==> src/lpt_rank_subset_selector_top_defines.svh <==
// ----------------------------------------------------------------------------
// Assertion macros for the rank subset selector
// Concurrent checks clocked on clock, disabled while reset is high.
// ----------------------------------------------------------------------------
`ifndef LPT_RANK_SUBSET_SELECTOR_TOP_DEFINES_SVH
`define LPT_RANK_SUBSET_SELECTOR_TOP_DEFINES_SVH
`ifndef SYNTHESIS
`define LRSS_ASSERT_IMP(lbl, ante, cons) lbl: assert property (@(posedge clock) \
   disable iff (reset) (ante) |-> (cons)) else $error("lrss check failed");
`define LRSS_ASSERT_NXT(lbl, ante, cons) lbl: assert property (@(posedge clock) \
   disable iff (reset) (ante) |=> (cons)) else $error("lrss check failed");
`else
`define LRSS_ASSERT_IMP(lbl, ante, cons)
`define LRSS_ASSERT_NXT(lbl, ante, cons)
`endif
`endif

==> src/lrss_pkg.sv <==
// ----------------------------------------------------------------------------
// lrss_pkg
// Shared types and constants of the rank subset selector.
// ----------------------------------------------------------------------------
`timescale 1ns / 1ps
`default_nettype none
package lrss_pkg;
   localparam int COST_W       = 32;
   localparam int TOT_W        = 48;
   localparam int IDX_W        = 6;
   localparam int MAXSEL_W     = 7;
   localparam int THRESH_W     = 16;
   localparam int CMD_W        = 2;
   localparam int DEF_MAX_RANKS = 64;
   localparam int QUEUE_DEPTH  = 4;
   localparam int RSP_DEPTH    = 2;

   localparam logic [CMD_W-1:0] CMD_LOAD  = 2'd0;
   localparam logic [CMD_W-1:0] CMD_ADD   = 2'd1;
   localparam logic [CMD_W-1:0] CMD_START = 2'd2;

   localparam logic REG_MAX_SELECTED = 1'b0;
   localparam logic REG_THRESHOLD    = 1'b1;
   localparam logic [MAXSEL_W-1:0] MAXSEL_RESET = 7'd4;
   localparam logic [THRESH_W-1:0] THRESH_RESET = 16'd3277;
   localparam logic [TOT_W-1:0]    TOTAL_MAX    = {TOT_W{1'b1}};

   typedef enum logic [1:0] {
      KIND_LOAD,
      KIND_ADD,
      KIND_START
   } lrss_kind_type;

   typedef struct packed {
      lrss_kind_type     kind;
      logic [COST_W-1:0] cost;
   } lrss_item_type;

   typedef struct packed {
      logic [IDX_W-1:0] rank_index;
      logic             from_back;
      logic             none_selected;
      logic             last;
   } lrss_rsp_type;

   typedef struct packed {
      logic [COST_W-1:0] cost;
      logic [IDX_W-1:0]  idx;
   } lrss_entry_type;

   typedef struct packed {
      logic              load;
      logic              shift;
      logic [COST_W-1:0] cost;
      logic [IDX_W-1:0]  idx;
   } lrss_chain_ctl_type;

   typedef enum logic [3:0] {
      ST_IDLE,
      ST_COPY,
      ST_EMPTY,
      ST_THR,
      ST_INIT,
      ST_CHECK,
      ST_READ,
      ST_MUL,
      ST_DECIDE,
      ST_EMIT_RD,
      ST_EMIT_WR
   } lrss_state_type;
endpackage
`default_nettype wire

==> src/lrss_fifo.sv <==
// ----------------------------------------------------------------------------
// lrss_fifo
// Small register queue with full and empty flags.
// ----------------------------------------------------------------------------
`timescale 1ns / 1ps
`default_nettype none
`include "lpt_rank_subset_selector_top_defines.svh"
module lrss_fifo #(
   parameter int WIDTH = 8,
   parameter int DEPTH = 4
) (
   input  wire logic             clock,
   input  wire logic             reset,
   input  wire logic             push,
   input  wire logic [WIDTH-1:0] wdata,
   output logic                  full,
   input  wire logic             pop,
   output logic [WIDTH-1:0]      rdata,
   output logic                  empty
);
   localparam int PW = $clog2(DEPTH);
   localparam int CW = $clog2(DEPTH + 1);

   logic [WIDTH-1:0] store_ff [DEPTH];
   logic [PW-1:0]    wptr_ff, wptr_in, rptr_ff, rptr_in;
   logic [CW-1:0]    cnt_ff, cnt_in;
   logic             do_push, do_pop;

   assign full    = (cnt_ff == CW'(DEPTH));
   assign empty   = (cnt_ff == '0);
   assign do_push = push && !full;
   assign do_pop  = pop && !empty;
   assign rdata   = store_ff[rptr_ff];

   always_comb begin
      wptr_in = wptr_ff;
      rptr_in = rptr_ff;
      cnt_in  = cnt_ff;
      if (do_push) begin
         wptr_in = (wptr_ff == PW'(DEPTH - 1)) ? '0 : wptr_ff + 1'b1;
      end
      if (do_pop) begin
         rptr_in = (rptr_ff == PW'(DEPTH - 1)) ? '0 : rptr_ff + 1'b1;
      end
      if (do_push && !do_pop) begin
         cnt_in = cnt_ff + 1'b1;
      end else if (do_pop && !do_push) begin
         cnt_in = cnt_ff - 1'b1;
      end
   end

   always_ff @(posedge clock) begin
      if (reset) begin
         wptr_ff <= '0;
         rptr_ff <= '0;
         cnt_ff  <= '0;
      end else begin
         wptr_ff <= wptr_in;
         rptr_ff <= rptr_in;
         cnt_ff  <= cnt_in;
      end
   end

   always_ff @(posedge clock) begin
      if (do_push) begin
         store_ff[wptr_ff] <= wdata;
      end
   end

   `LRSS_ASSERT_IMP(a_cnt_bound, 1'b1, cnt_ff <= CW'(DEPTH))
   `LRSS_ASSERT_NXT(a_cnt_up, do_push && !do_pop, cnt_ff == $past(cnt_ff) + 1'b1)
   `LRSS_ASSERT_NXT(a_cnt_down, do_pop && !do_push, cnt_ff == $past(cnt_ff) - 1'b1)
endmodule
`default_nettype wire

==> src/lrss_front.sv <==
// ----------------------------------------------------------------------------
// lrss_front
// Decodes request commands, drops unknown codes, queues items for the engine.
// ----------------------------------------------------------------------------
`timescale 1ns / 1ps
`default_nettype none
module lrss_front
   import lrss_pkg::*;
(
   input  wire logic              clock,
   input  wire logic              reset,
   input  wire logic              push,
   output logic                   full,
   input  wire logic [CMD_W-1:0]  cmd,
   input  wire logic [COST_W-1:0] cost_value,
   input  wire logic              q_pop,
   output lrss_item_type          q_item,
   output logic                   q_empty
);
   lrss_item_type item;
   logic          known;
   logic [$bits(lrss_item_type)-1:0] q_raw;

   always_comb begin
      item.cost = cost_value;
      known     = 1'b1;
      case (cmd)
         CMD_LOAD:  item.kind = KIND_LOAD;
         CMD_ADD:   item.kind = KIND_ADD;
         CMD_START: item.kind = KIND_START;
         default: begin
            item.kind = KIND_LOAD;
            known     = 1'b0;
         end
      endcase
   end

   lrss_fifo #(
      .WIDTH($bits(lrss_item_type)),
      .DEPTH(QUEUE_DEPTH)
   ) u_queue (
      .clock (clock),
      .reset (reset),
      .push  (push && known),
      .wdata (item),
      .full  (full),
      .pop   (q_pop),
      .rdata (q_raw),
      .empty (q_empty)
   );

   assign q_item = lrss_item_type'(q_raw);
endmodule
`default_nettype wire

==> config.mk <==
export PLATFORM = sky130hd
export DESIGN_NAME = lrss_front
export DESIGN_NICKNAME = d
export VERILOG_FILES = /design/src/lrss_pkg.sv /design/src/lrss_fifo.sv /design/src/lrss_front.sv
export VERILOG_INCLUDE_DIRS = /design/src /design/src/src
export SDC_FILE = /design/constraint.sdc
export NUM_CORES = 1
export LEC_CHECK = 0
export BUFFER_PORTS_ARGS = -buffer_cell sky130_fd_sc_hd__buf_2
export CORE_ASPECT_RATIO = 0.9
export CORE_MARGIN = 4
export CORE_UTILIZATION = 60
export DETAILED_ROUTE_END_ITERATION = 6
export HOLD_SLACK_MARGIN = 0.02
export PLACE_DENSITY = 0.9
export SLEW_MARGIN = 20
export SYNTH_ARGS = -nofsm -noshare
export SYNTH_HDL_FRONTEND = slang
export SYNTH_SLANG_ARGS = --single-unit
==> constraint.sdc <==
create_clock -name clock -period 4.25 [get_ports clock]
set_input_delay 0.2125 -clock clock [delete_from_list [all_inputs] [get_ports clock]]
set_output_delay 0.2125 -clock clock [all_outputs]
set_load 0.02 [all_outputs]
; After elaboration in Yosys (flattened, before gate mapping)
; Memory sizes are Yosys's and may differ from the RTL's. A register that Yosys moved wholly into a read port is not among the register bits.
; Cells that the tools add are included.
[op_classes]
muxes = 10
eq_ne = 5
add_sub_neg = 4
reduce_logical = 13
[ops]
columns = op, count
row1 = 2-bit two-way mux, 4
row2 = 2-bit equality test (second input constant), 3
row3 = 3-bit two-way mux, 2
row4 = 1-bit logical AND, 5
row5 = 2-bit by 1-bit adder with 2-bit output (second input constant), 2
row6 = 1-bit zero test, 4
row7 = 2-bit case mux with 2 select lines, 1
row8 = 3-bit by 1-bit adder with 3-bit output (second input constant), 1
row9 = 3-bit equality test (second input constant), 1
row10 = 3-bit zero test, 1
row11 = 1-bit two-way mux, 3
row12 = 3-bit OR reduction, 1
row13 = 3-bit by 1-bit subtractor with 3-bit output (second input constant), 1
row14 = 2-bit by 1-bit equality test with 1-bit output (second input constant), 1
row15 = 2-bit zero test, 1
row16 = 2-bit nonzero test, 1
[word_totals]
memories = 1
ramBits = 136
output_inout_bits = 36
input_bits = 38
ff_bits = 7
elab_cells = 36
[memory_table]
columns = name, words, width, read_ports, rd_clocked_by_memory_dff, write_ports, line
row1 = u_queue.store_ff, 4, 34, 1, 1, 1, lrss_fifo.sv:24  ; logic [WIDTH-1:0] store_ff [DEPTH];

; Depth between registers and ports, before layout
[depth]
depth_word = 9
ltp_mapped = 10
ltp_nobuf = 9

; Modules after synthesis
; A second synthesis with hierarchy kept.
[hier_totals]
hier_cells = 231
area_unflattened_um2 = 5420.2
[modules_own_cells]
columns = mod, seq_area_each_um2, area_each_um2, cells_per_inst, instances
row1 = lrss_fifo, 4264.1, 5397.7, 228, 1
row2 = lrss_front, 0.0, 22.5, 3, 1

; Worst setup path after synthesis
; OpenSTA, ideal clock, no wires.
[synth_timing]
path_type = register to register
startpoint = register u_queue.cnt_ff[0]
endpoint = register u_queue.cnt_ff[2]
path_buffers = 1
required_ps = 4180
path_stages_with_launch = 11
setup_time_ps = 70
period_less_slack_ps = 2234
t_arrival_ps = 2164
setup_slack_ps = 2016
cell_sequence = dfxtp_1 -> or3b_1 -> buf_6 -> clkinv_4 -> nor2_2 -> ha_1 -> inv_1 -> fa_1 -> xor2_1 -> or3_2 -> a21oi_1
[synth_via]
elab_chain_cells = 6
word_cells_on_any_way = 15
cone_classes = add/sub: 2 / eq/ne: 1 / mux: 2 / reduce/logical: 10
[synth_lines]
columns = element, line
row1 = from (decl), lrss_fifo.sv:26  ; logic [CW-1:0] cnt_ff, cnt_in;
row2 = from (signal assigned), lrss_fifo.sv:60  ; cnt_ff <= cnt_in;
row3 = 3-bit equality test *, lrss_fifo.sv:29  ; assign full = (cnt_ff == CW'(DEPTH));
row4 = named net full, lrss_front.sv:13  ; output logic full,
row5 = 1-bit zero test *, lrss_fifo.sv:31  ; assign do_push = push && !full;
row6 = 1-bit logical AND *, lrss_fifo.sv:31
row7 = named net u_queue.do_push, lrss_fifo.sv:27  ; logic do_push, do_pop;
row8 = 1-bit zero test, lrss_fifo.sv:47  ; end else if (do_pop && !do_push) begin
row9 = 1-bit logical AND, lrss_fifo.sv:47
row10 = 2-bit nonzero test (no line), -
; Mark *: on every way through the listed nets, which the timed path passes. The rest lies on a longest branch. The select of a mux whose other input is x is not followed.
; A chain may end at the register's enable or synchronous reset.

==> results.yml <==
die:
  die-area_um2: 10600
  top_level_ports: 74
  rows: 32
  fp.dieH_um: 98.1
  core_um2: 8690
  start_util_pct: 62.3
  die_w_um: 108
clock_network:
  root_buffer: "clkbuf_8"
  cts_buffer_depth: 2
  numCtsBuffers: 17
  clk_pin_slew_ps: 60
  cts_setup_buffers: 0
  htreeDepth: 4
  tritoncts: "yes"
  clock_sinks: 145
  clock_latency_ps: 510
timing:
  maxSlewViolCount: 0
  hold_ws_ps: 103
  min_period_over_period_pct: 62.7
  rsz0062_at_grt: "no"
  max_freq_mhz: 375
  tns_ps: 0
  relSlewSlack_pct: 39.2
  final.setup.worst_slack_ps: 1590
  skew_ps: 10.2
  finalHoldViolCount: 0
  setup-violations-final: 0
  worst_pin_slew_ps: 912
  min_period_ps: 2660
synthesis:
  synth.avg_cell_area_um2: 23.4
  ys_types: 30
  synthAdderAreaFrac_pct: 1.76
  netlist_instances: 231
  synth_top_family_by_area: "multiplexers"
  syn-num-nets: 276
  yosysTopAreaCell: "edfxtp_1"
  synth_top_area_share_pct: 75.4
  synth_edf_count: 136
  synth_compound_area_share_pct: 1.25
  syn_area_um2: 5420
  ys_seq_elements: 145
  synth_mux_area_share_pct: 14.5
  synthTopCellsByArea: "edfxtp_1 (75%), mux4_2 (14%), dfxtp_1 (3.3%), ha_1 (1.4%), and3_2 (0.55%)"
  synthFlopType: "edfxtp_1"
  synth_warnings: 0
  synth-async-reset-ratio_pct: 0
  seq_area_frac_synth_pct: 78.7
  synth-xor-area-share_pct: 0.323
  synthSimpleGateAreaFrac_pct: 1.96
finish:
  layout_common_cells: "edfxtp_1 (136), buf_2 (73), dlygate4sd3_1 (35), mux4_2 (34), clkbuf_16 (16)"
  drive_gt1_share_pct: 41.3
  num-nets-final: 394
  layout_commonest_cell: "edfxtp_1"
  area_growth_pct: 26.2
  diodes: 0
  utilization_pct: 78.7
  postLayoutCellArea_um2: 6830
  fin_cells: 480
  nFillCells: 457
min_path:
  hold_class: "in -> reg"
detailed_routing:
  drtIter0Drc: 106
  vias: 2667
  drt_first_pass_iters: 4
  totalWireLength_um: 9630
  drc_errors: 0
  route.detailed.wl_per_inst_um: 20.1
  avgViaCountPerCell: 5.56
  antenna_left: 0
setup_path:
  r2r_cells: 9
  path_max_fanout: 18
  r2r-end: "u_queue.cnt_ff[2]"
  crit_type: "reg -> out"
  cp-endpoint: "q_item[25]"
  start_kind: "register"
  reg2reg_slack_ps: 1760
  r2r_start: "u_queue.cnt_ff[1]"
  critPathArrivalTime_ps: 2450
  critPathRequiredTime_ps: 4040
  critPathCaptureType: "primary output"
global_route:
  grt_pass1_wl_um: 15600
  grt_start_max_net_pins: 35
  grtUsageTotal_pct: 20.4
  grt_overflow: 0
  antenna_found_initial: 0
  grt_pass1_vias: 2915
run_status:
  status: "finished clean"
power_and_ir_drop:
  p_per_area_nw_per_um2: 594
  p_leak_nw: 2.37
  p_total_mw: 4.06
  peakVddDrop_v: 0.000431
placement:
  post-place-ws_ps: 1800
  placed_cell_area_um2: 5880
  io_buffers: 73
  post-place-cells: 414
  dp_hpwl_um: 5420
  place.gp.congestion: 0.747
job:
  maxCapViolCount: 0
[how the worst min path moves through the flow]
stage	start	end	slack [ps]	depth (start not counted)
5_1_grt	q_pop	register	90	4
4_1_cts	q_pop	register	70	4
3_5_place_dp	cost_value[29]	u_queue.store_ff[3][29]	430	1
2_1_floorplan	cost_value[0]	u_queue.store_ff[0][0]	310	0
3_3_place_gp	cost_value[29]	u_queue.store_ff[2][29]	420	1
6_report	q_pop	register	100	4
[routing by layer]
| metal | global-route usage (%) | vias to the layer above | routed length, um |
|---|---|---|---|
| met5 | 0 | - | 0 |
| met4 | 7.28 | 0 | 68 |
| met3 | 5.88 | 6 | 579 |
| met2 | 32.9 | 93 | 5080 |
| met1 | 27.1 | 1361 | 3910 |
| li1 | - | 1207 | - |
[layout make-up]
type                            count  area (um^2)  area share [%]
Sequential cell                   145         4270            62.4
Multi-Input combinational cell     72         1070            15.7
Timing Repair Buffer              109          723            10.6
Clock buffer                       17          414            6.06
Clock inverter                     14          189            2.76
Tap cell                          119          149            2.18
Inverter                            4         20.0           0.293
[flip-flops by register name, summed over array words and instances (netlist names), named ones only]
register          count
u_queue.rptr_ff       2
u_queue.wptr_ff       2
u_queue.cnt_ff        3
u_queue.store_ff    136
[Yosys cell counts (all sizes together), types with 2 or more instances]
library cell and instances:
xor2 2, buf 8, nand3 2, edfxtp 136, nor2b 2, ha 6
clkbuf 2, mux2i 2, nor3 2, or3 2, o31ai 2, a21oi 3
and3 4, nor2 4, mux4 34, o21ai 2, inv 3, dfxtp 9
[cells by family (layout without fill, tap and decap cells)]
| kind of cell | after synthesis | count (layout) |
|---|---|---|
| AOI/OAI and AO/OA | 9 | 9 |
| xor gates and xnor gates | 2 | 2 |
| adders and majority gates | 7 | 7 |
| and+or+nand+nor | 18 | 18 |
| buffers and inverters | 14 | 144 |
| muxes | 36 | 36 |
| DFF | 145 | 145 |
[critical path: stages (launching register included)]
cell and delay (ps):
dfxtp_2 720, buf_4 460, mux4_2 580, buf_2 180
[report_power, final]
| group | internal, mW | total (mW) | switching, mW |
|---|---|---|---|
| Sequential | 1.69 | 1.79 | 0.0957 |
| Clock | 0.947 | 1.48 | 0.537 |
| Combinational | 0.360 | 0.792 | 0.431 |
| Total | 3.00 | 4.06 | 1.06 |
[timing repair]
item                                   CTS  global route
endpoints found under the hold margin  145             0
resized for setup                        0             0
hold buffers                            35             0
Note: power is estimated with default switching activity, not from simulation.
