File: src/lpt_rank_subset_selector_top_defines.svh
// ----------------------------------------------------------------------------
// Assertion macros for the rank subset selector
// Concurrent checks clocked on clock, disabled while reset is high.
// ----------------------------------------------------------------------------
`ifndef LPT_RANK_SUBSET_SELECTOR_TOP_DEFINES_SVH
`define LPT_RANK_SUBSET_SELECTOR_TOP_DEFINES_SVH
`ifndef SYNTHESIS
`define LRSS_ASSERT_IMP(lbl, ante, cons) lbl: assert property (@(posedge clock) \
   disable iff (reset) (ante) |-> (cons)) else $error("lrss check failed");
`define LRSS_ASSERT_NXT(lbl, ante, cons) lbl: assert property (@(posedge clock) \
   disable iff (reset) (ante) |=> (cons)) else $error("lrss check failed");
`else
`define LRSS_ASSERT_IMP(lbl, ante, cons)
`define LRSS_ASSERT_NXT(lbl, ante, cons)
`endif
`endif

File: src/lrss_fifo.sv
// ----------------------------------------------------------------------------
// lrss_fifo
// Small register queue with full and empty flags.
// ----------------------------------------------------------------------------
`timescale 1ns / 1ps
`default_nettype none
`include "lpt_rank_subset_selector_top_defines.svh"
module lrss_fifo #(
   parameter int WIDTH = 8,
   parameter int DEPTH = 4
) (
   input  wire logic             clock,
   input  wire logic             reset,
   input  wire logic             push,
   input  wire logic [WIDTH-1:0] wdata,
   output logic                  full,
   input  wire logic             pop,
   output logic [WIDTH-1:0]      rdata,
   output logic                  empty
);
   localparam int PW = $clog2(DEPTH);
   localparam int CW = $clog2(DEPTH + 1);

   logic [WIDTH-1:0] store_ff [DEPTH];
   logic [PW-1:0]    wptr_ff, wptr_in, rptr_ff, rptr_in;
   logic [CW-1:0]    cnt_ff, cnt_in;
   logic             do_push, do_pop;

   assign full    = (cnt_ff == CW'(DEPTH));
   assign empty   = (cnt_ff == '0);
   assign do_push = push && !full;
   assign do_pop  = pop && !empty;
   assign rdata   = store_ff[rptr_ff];

   always_comb begin
      wptr_in = wptr_ff;
      rptr_in = rptr_ff;
      cnt_in  = cnt_ff;
      if (do_push) begin
         wptr_in = (wptr_ff == PW'(DEPTH - 1)) ? '0 : wptr_ff + 1'b1;
      end
      if (do_pop) begin
         rptr_in = (rptr_ff == PW'(DEPTH - 1)) ? '0 : rptr_ff + 1'b1;
      end
      if (do_push && !do_pop) begin
         cnt_in = cnt_ff + 1'b1;
      end else if (do_pop && !do_push) begin
         cnt_in = cnt_ff - 1'b1;
      end
   end

   always_ff @(posedge clock) begin
      if (reset) begin
         wptr_ff <= '0;
         rptr_ff <= '0;
         cnt_ff  <= '0;
      end else begin
         wptr_ff <= wptr_in;
         rptr_ff <= rptr_in;
         cnt_ff  <= cnt_in;
      end
   end

   always_ff @(posedge clock) begin
      if (do_push) begin
         store_ff[wptr_ff] <= wdata;
      end
   end

   `LRSS_ASSERT_IMP(a_cnt_bound, 1'b1, cnt_ff <= CW'(DEPTH))
   `LRSS_ASSERT_NXT(a_cnt_up, do_push && !do_pop, cnt_ff == $past(cnt_ff) + 1'b1)
   `LRSS_ASSERT_NXT(a_cnt_down, do_pop && !do_push, cnt_ff == $past(cnt_ff) - 1'b1)
endmodule
`default_nettype wire

File: config.mk
export PLATFORM = sky130hd
export DESIGN_NAME = lrss_fifo
export DESIGN_NICKNAME = d
export VERILOG_FILES = /design/src/lrss_fifo.sv
export VERILOG_INCLUDE_DIRS = /design/src /design/src/src
export SDC_FILE = /design/constraint.sdc
export NUM_CORES = 1
export LEC_CHECK = 0
export BUFFER_PORTS_ARGS = -buffer_cell sky130_fd_sc_hd__buf_2
export CORE_MARGIN = 2
export CORE_UTILIZATION = 45
export DETAILED_ROUTE_END_ITERATION = 6
export REMOVE_ABC_BUFFERS = 1
export SLEW_MARGIN = 40
export SYNTH_ARGS = -nofsm -noshare
export SYNTH_HDL_FRONTEND = slang
export SYNTH_SLANG_ARGS = --single-unit
File: constraint.sdc
create_clock -name clock -period 5.3 [get_ports clock]
set_input_delay 1.06 -clock clock [delete_from_list [all_inputs] [get_ports clock]]
set_output_delay 1.06 -clock clock [all_outputs]
set_load 0.005 [all_outputs]
* Yosys cells after proc, flatten, opt, wreduce, memory -nomap -nowiden
Memories as Yosys holds them, arrays and structs flattened. A register that Yosys moved wholly into a read port is not among the register bits. Index checks and enable logic that the tools add are counted. W data, S select, Z words.
Storage, ports and cells: register bits after elaboration 7, bits in latches 0, memory bits (writable) 32, bits in read-only memories 0, word-level logic and storage cells 29, memories kept 1
Memories:
- store_ff | words 4, bits a word 8, read ports 1, clocked after memory_dff 1, write ports 1, line lrss_fifo.sv:24 | logic [WIDTH-1:0] store_ff [DEPTH];
Cells by class: add/sub/neg operators 4, $mul 0, divide/modulo/power cells 0, $lt $le $gt $ge 0, equality and inequality tests 3, shifts and indexed selects 0, muxes and demuxes 8, bitwise gates (word level) 0, reductions and logical operators 10
Operator list (count):
- $mux W2 | 4
- $mux W3 | 2
- $add A2 B1 Y2 const B | 2
- $eq A2 B2 Y1 const B | 2
- $logic_and A1 B1 Y1 | 4
- $logic_not A1 Y1 | 4
- $add A3 B1 Y3 const B | 1
- $eq A3 B3 Y1 const B | 1
- $logic_not A3 Y1 | 1
- $sub A3 B1 Y3 const B | 1
- $mux W1 | 2
- $reduce_bool A2 Y1 | 1

* Logic depth before layout (Yosys ltp)
Gate-level depths: netlist (run 1).
word-level depth 7, depth in mapped cells 10

* Least setup slack after synthesis (run 1)
Ideal clock, no wire load.
path type input to register, start in push, end reg cnt_ff[2], library setup time 70 ps, arrival time 2493 ps, required time 5230 ps, setup slack 2737 ps, stages on the path 8, path buffers 0, path through inv_1 > nor2_2 > ha_1 > inv_1 > fa_1 > xor2_1 > or3_2 > a21oi_1
On the way: cells in the longest elaborated chain, start to end 4, elaborated cells on any way between the ends 6, classes of those cells mux: 1; reduce/logical: 5
Ends and longest elaborated chain:
- start, declared | line lrss_fifo.sv:14 | input wire logic push,
- $logic_and A1 B1 Y1 (*) | line lrss_fifo.sv:31 | assign do_push = push && !full;
- named net do_push | line lrss_fifo.sv:27 | logic do_push, do_pop;
- $logic_not A1 Y1 | line lrss_fifo.sv:47 | end else if (do_pop && !do_push) begin
- $logic_and A1 B1 Y1 | line lrss_fifo.sv:47
- $reduce_bool A2 Y1 (no line)
- end signal, assigned | line lrss_fifo.sv:60 | cnt_ff <= cnt_in;
- end, declared | line lrss_fifo.sv:26 | logic [CW-1:0] cnt_ff, cnt_in;
The timed path passes the listed nets; every way through them passes the cells marked *. A chain may end at the register's enable or synchronous reset.

==> results.tsv, run 1 <==
metric	value	unit
H-tree levels	2	
worst r2r path cells	9	
CTS buffer count	5	
Yosys cell types	26	
Max-Cap Viols	0	
final WL	2430	um
post-route setup slack	2.49	ns
Cells after Synth	92	
synthesized area	1650	um2
utilization after layout	54.4	%
status	complete, no violations	
initial antenna violation count	0	
number of clock sinks	41	
commonest non-fill, non-tap cell in the layout	edfxtp_1	
Multi-input gate area	457	um2
# DRC	0	
core area	3420	um2
RSZ-0062 raised after global routing	false	
pre-CTS WS	2.47	ns
top area cells in the synthesized netlist	edfxtp_1 58%, dfxtp_1 11%, mux4_2 11%	
#FFs+latches synth	41	
die area	4160	um2
Clock Latency Late Sink	0.34	ns
ANT nets after route	0	
Initial Util	48.2	%
Worst path slowest cell	dfxtp_1	
total grt overflow	0	
Max FO, Critical Path	8	
Clock Tree Buf Depth	2	
post-CTS sizing	0	
gp weighted congestion	0.701	
Clock Tree Root	clkbuf_4	
Syn Area/Cell	17.9	um2
crit path launch type	flop	
Pleak	0.686	nW
first-pass GRT wire length	4160	um
vias per inst	5.09	
CTS tree	yes	
register area share after synthesis	69.4	%
DRT iter0 DRCs	25	
routed via count	829	
top cell type's share of synthesized area	58.4	%
sum of negative setup slack	0	ns
slew margin rel.	61.9	%
worst min path class	flop to flop	
layout cell share with drive strength beyond 1	37.6	%
WL/cell	14.9	um
FMAX	356	MHz
final hold violations	0	
Cell Chain, Critical Path	mux4_2 > buf_2	
io pins	22	
Final Skew	0.00525	ns
r2r endpoint	cnt_ff[2]$_SDFFE_PP0P_	
final setup vio count	0	
CP max stage delay	0.70	ns
Nets	135	
Final Max Slew Viols	0	
Synth area leader	edfxtp_1	
Tcrit/Tclk final	53.1	%
Period minus WS final	2.81	ns
Post-CTS Hold Fix Bufs	0	
Initial DRT Pass Iterations	4	
commonest cells after routing, fill and taps aside	32 x edfxtp_1, 21 x buf_2, 9 x dfxtp_1, 8 x mux4_2, 6 x ha_1	
storage element area	1140	um2
critical path endpoint category	output pin	
Reg clk slew, reported paths	0.11	ns
crit path to	rdata[1]	
Rows	21	
Total GRT Usage	14.1	%
FILL cells	301	
Die W	64.5	um
Syn. warnings	0	
RR Startpoint	cnt_ff[1]$_SDFFE_PP0P_	
Area Overhead vs Synth	13.0	%
register-to-register setup slack	2.92	ns
number of global-route vias before repair	876	
Worst Tran Pin Value	0.571	ns
hpwl dp	1690	um
setup fix buffers added after clock tree synthesis	0	
Setup Crit Path Kind	flop to output pin	
hold path cells	2	
largest net degree at the start of global routing	13	
Port Buf Inserts	21	
power per cell area	433	nW/um2
critical path required time	4.24	ns
Worst Path Arrival	1.75	ns
maximum VDD drop	190	uV
diode count	0	
DIE HEIGHT	64.5	um
-- metrics by stage --
step	total power, mW	cell area, um2	hold slack, ns	cells
finish	0.806	1860	0.520	163
global route	0.858	1860	0.555	163
CTS	0.817	1860	0.518	163
detailed placement	0.628	1780	0.499	155
global placement	0.620	1780	0.482	155
floorplan	0.559	1620	0.456	88
-- cell usage after synthesis --
cell type  number
edfxtp_1       32
dfxtp_1         9
mux4_2          8
ha_1            6
and3_2          4
inv_1           4
a21oi_1         3
nor2_1          3
mux2i_1         2
nand3_1         2
nor3_1          2
o31ai_2         2
xor2_1          2
buf_1           1
buf_2           1
buf_6           1
clkbuf_1        1
clkinv_4        1
fa_1            1
nand2_1         1
nor2_2          1
o21ai_0         1
o21ai_1         1
or3_1           1
or3_2           1
or3b_1          1
-- registers in the layout, summed over array words and instances, names as in the netlist, named ones only --
signal	flops
store_ff	32
cnt_ff	3
rptr_ff	2
wptr_ff	2
-- worst min-delay path by stage --
| stage | startpoint | end | slack (ns) |
|---|---|---|---|
| after global routing | rptr_ff[0]$_SDFFE_PP0P_ | flop | 0.55 |
| after floorplan | rptr_ff[0]$_SDFFE_PP0P_ | flop | 0.46 |
| after detailed placement | rptr_ff[0]$_SDFFE_PP0P_ | flop | 0.50 |
| after global placement | rptr_ff[0]$_SDFFE_PP0P_ | rptr_ff[0]$_SDFFE_PP0P_ | 0.48 |
| after CTS | rptr_ff[0]$_SDFFE_PP0P_ | rptr_ff[0]$_SDFFE_PP0P_ | 0.52 |
| final | rptr_ff[0]$_SDFFE_PP0P_ | rptr_ff[0]$_SDFFE_PP0P_ | 0.52 |
-- logic make-up (layout without fill, tap and decap cells) --
| kind of cell | count (synthesis) | in the layout | share of synthesized area [%] |
|---|---|---|---|
| buffers and inverters | 9 | 34 | 2.89 |
| multiplexers | 10 | 10 | 12.2 |
| adder cells (fa/ha/maj) | 7 | 7 | 5.78 |
| XOR/XNOR | 2 | 2 | 1.06 |
| AO/OA/AOI/OAI | 7 | 7 | 3.04 |
| flip-flops | 41 | 41 | 69.4 |
| AND/OR/NAND/NOR | 16 | 16 | 5.70 |
-- critical path: cells and delay by family, from the launching register on --
family / cells / cell delay (ns)
mux: 1 / 0.58
buf+inv: 1 / 0.14
flops: 1 / 0.70
-- layout make-up --
class                   instances  share of cell area (%)
well taps                      46                    3.10
clock buffers                   6                    2.22
clock inverters                 2                    1.82
multi-input cells              42                    24.6
inverters                       5                    1.28
repair buffers                 21                    5.65
flip-flops and latches         41                    61.4
-- routing by layer --
metal	part of all wire, %	global-route usage (%)
met5	0	0
met4	2.0	5.59
met3	4.1	5.21
met2	50	23.2
met1	44	16.9
-- where the power goes --
part	switching (mW)	total, mW	internal, mW
clock	0.0926	0.191	0.0982
combinational	0.0811	0.184	0.103
sequential	0.0390	0.431	0.392
total	0.213	0.806	0.593
(Power assumes the default switching activity.)
==> run 2, diff against run 1 <==
==> constraint.sdc (replaced) <==
create_clock -name clock -period 2.78 [get_ports clock]
set_input_delay 0.556 -clock clock [delete_from_list [all_inputs] [get_ports clock]]
set_output_delay 0.556 -clock clock [all_outputs]
set_load 0.005 [all_outputs]
==> run 2 against run 1 <==
- first-iteration DRC count down 20%
- utilization shrank 0.37 points
- clock-buffer cell count up 1
==> results.tsv, run 2 (synthesis results as in run 1) <==
metric	value	unit	change
Period minus WS final	2.38	ns	
Area Overhead vs Synth	12.2	%	
Final Skew	0.0103	ns	+0.00500 ns
FMAX	420	MHz	
utilization after layout	54.1	%	-0.37 points
vias per inst	5.13		+0.97%
DP Cell Count	155		unchanged
hold path start	wdata[0]		
crit path launch type	flop		
gp weighted congestion	0.723		+3.2%
Initial DRT Pass Iterations	4		unchanged
Post-CTS Hold Fix Bufs	0		unchanged
Worst Path Arrival	2.66	ns	+0.91 ns
post-route setup slack	0.399	ns	-2.09 ns
Total GRT Usage	13.5	%	-0.63 points
Final Max Slew Viols	0		unchanged
Max-Cap Viols	0		unchanged
DIE HEIGHT	64.5	um	unchanged
number of global-route vias before repair	883		+0.80%
slew margin rel.	63.3	%	+1.4 points
FILL cells	299		-0.66%
largest net degree at the start of global routing	14		+1
routed via count	837		+0.97%
ANT nets after route	0		unchanged
commonest non-fill, non-tap cell in the layout	edfxtp_1		
biggest regs	store_ff (32), cnt_ff (3)		
Setup Crit Path Kind	flop to flop		
diode count	0		unchanged
final setup vio count	0		unchanged
power per cell area	802	nW/um2	+85%
Clock Latency Late Sink	0.34	ns	about the same
post-CTS sizing	0		unchanged
Clock Tree Buf Depth	2		unchanged
CTS tree	yes		
Worst Tran Pin Value	0.550	ns	-0.0213 ns
RR Startpoint	cnt_ff[0]$_SDFFE_PP0P_		
commonest cells after routing, fill and taps aside	32 x edfxtp_1, 21 x buf_2, 9 x dfxtp_1, 8 x mux4_2, 6 x ha_1		
Total Power	1.48	mW	+84%
die area	4160	um2	unchanged
layout cell share with drive strength beyond 1	38.5	%	+0.85 points
CP Launch Point	cnt_ff[0]$_SDFFE_PP0P_		
setup fix buffers added after clock tree synthesis	0		unchanged
RSZ-0062 raised after global routing	false		
number of clock sinks	41		unchanged
initial antenna violation count	0		unchanged
pre-CTS WS	0.410	ns	-2.06 ns
maximum VDD drop	348	uV	+83%
Port Buf Inserts	21		unchanged
status	complete, no violations		
total grt overflow	0		unchanged
DRT iter0 DRCs	20		-20%
Pleak	0.677	nW	-1.2%
Largest register FFs	32		unchanged
register-to-register setup slack	0.40	ns	-2.52 ns
final cell count without fillers	163		unchanged
Hold WS	0.425	ns	-0.0941 ns
final WL	2470	um	+1.4%
Initial Util	48.2	%	unchanged
final hold violations	0		unchanged
Max FO, Critical Path	7		-1
Rows	21		unchanged
placed inst area	1780	um2	unchanged
io pins	22		unchanged
CTS buffer count	5		unchanged
first-pass GRT wire length	4010	um	-3.7%
core area	3420	um2	unchanged
hpwl dp	1710	um	+1.0%
H-tree levels	2		unchanged
critical path endpoint category	flop		
WL/cell	15.1	um	+1.4%
Tcrit/Tclk final	85.7	%	
Nets	135		unchanged
sum of negative setup slack	0	ns	unchanged
# DRC	0		unchanged
Top reg by flops	store_ff		
worst min path class	primary input to flop		
Reg clk slew, reported paths	0.12	ns	about the same
critical path required time	3.06	ns	-1.18 ns
Die W	64.5	um	unchanged
fin area	1850	um2	-0.67%
Clock Tree Root	clkbuf_4		
[run 2: cell types whose count changed in the layout (fill, tap and decap cells not counted), sizes merged]
cell	before	now
clkinv	2	1
clkinvlp	0	1
bufinv	1	0
clkbuf	6	7
[run 2: worst paths after layout]
kind	cells past startpoint	end
hold reg to reg	2	rptr_ff[0]$_SDFFE_PP0P_
hold / removal	1	store_ff[0][0]$_DFFE_PP_
setup / recovery	9	cnt_ff[2]$_SDFFE_PP0P_
setup reg to reg	9	cnt_ff[2]$_SDFFE_PP0P_
[run 2: where the power goes]
part / internal, mW / switching [mW] / total (mW)
logic: 0.198 / 0.157 / 0.355
clock network: 0.124 / 0.181 / 0.304
registers: 0.747 / 0.0739 / 0.821
total: 1.07 / 0.412 / 1.48
[run 2: worst max-delay path, cell delays in order (launching register included)]
cell and delay (ns):
dfxtp_1 0.46, or3b_1 0.32, clkinv_4 0.09, nor2_2 0.13, ha_1 0.19, inv_1 0.06
fa_1 0.37, xor2_1 0.16, or3_2 0.40, a21oi_1 0.15
[run 2: area by class of cell]
cell class,count,area [um2],area share (%)
sequential,41,1140,61.8
multi-input combinational,42,457,24.7
timing repair buffer,21,105,5.69
tap,46,57.6,3.12
clock buffer,7,55.1,2.98
inverter,5,23.8,1.29
clock inverter,1,7.51,0.407
[run 2: metal layers]
| layer | GRT usage, % | part of all wire, % |
|---|---|---|
| met4 | 6.38 | 2.0 |
| met3 | 4.17 | 4.9 |
| met1 | 14.6 | 40 |
| met2 | 24.0 | 53 |
| met5 | 0 | 0 |
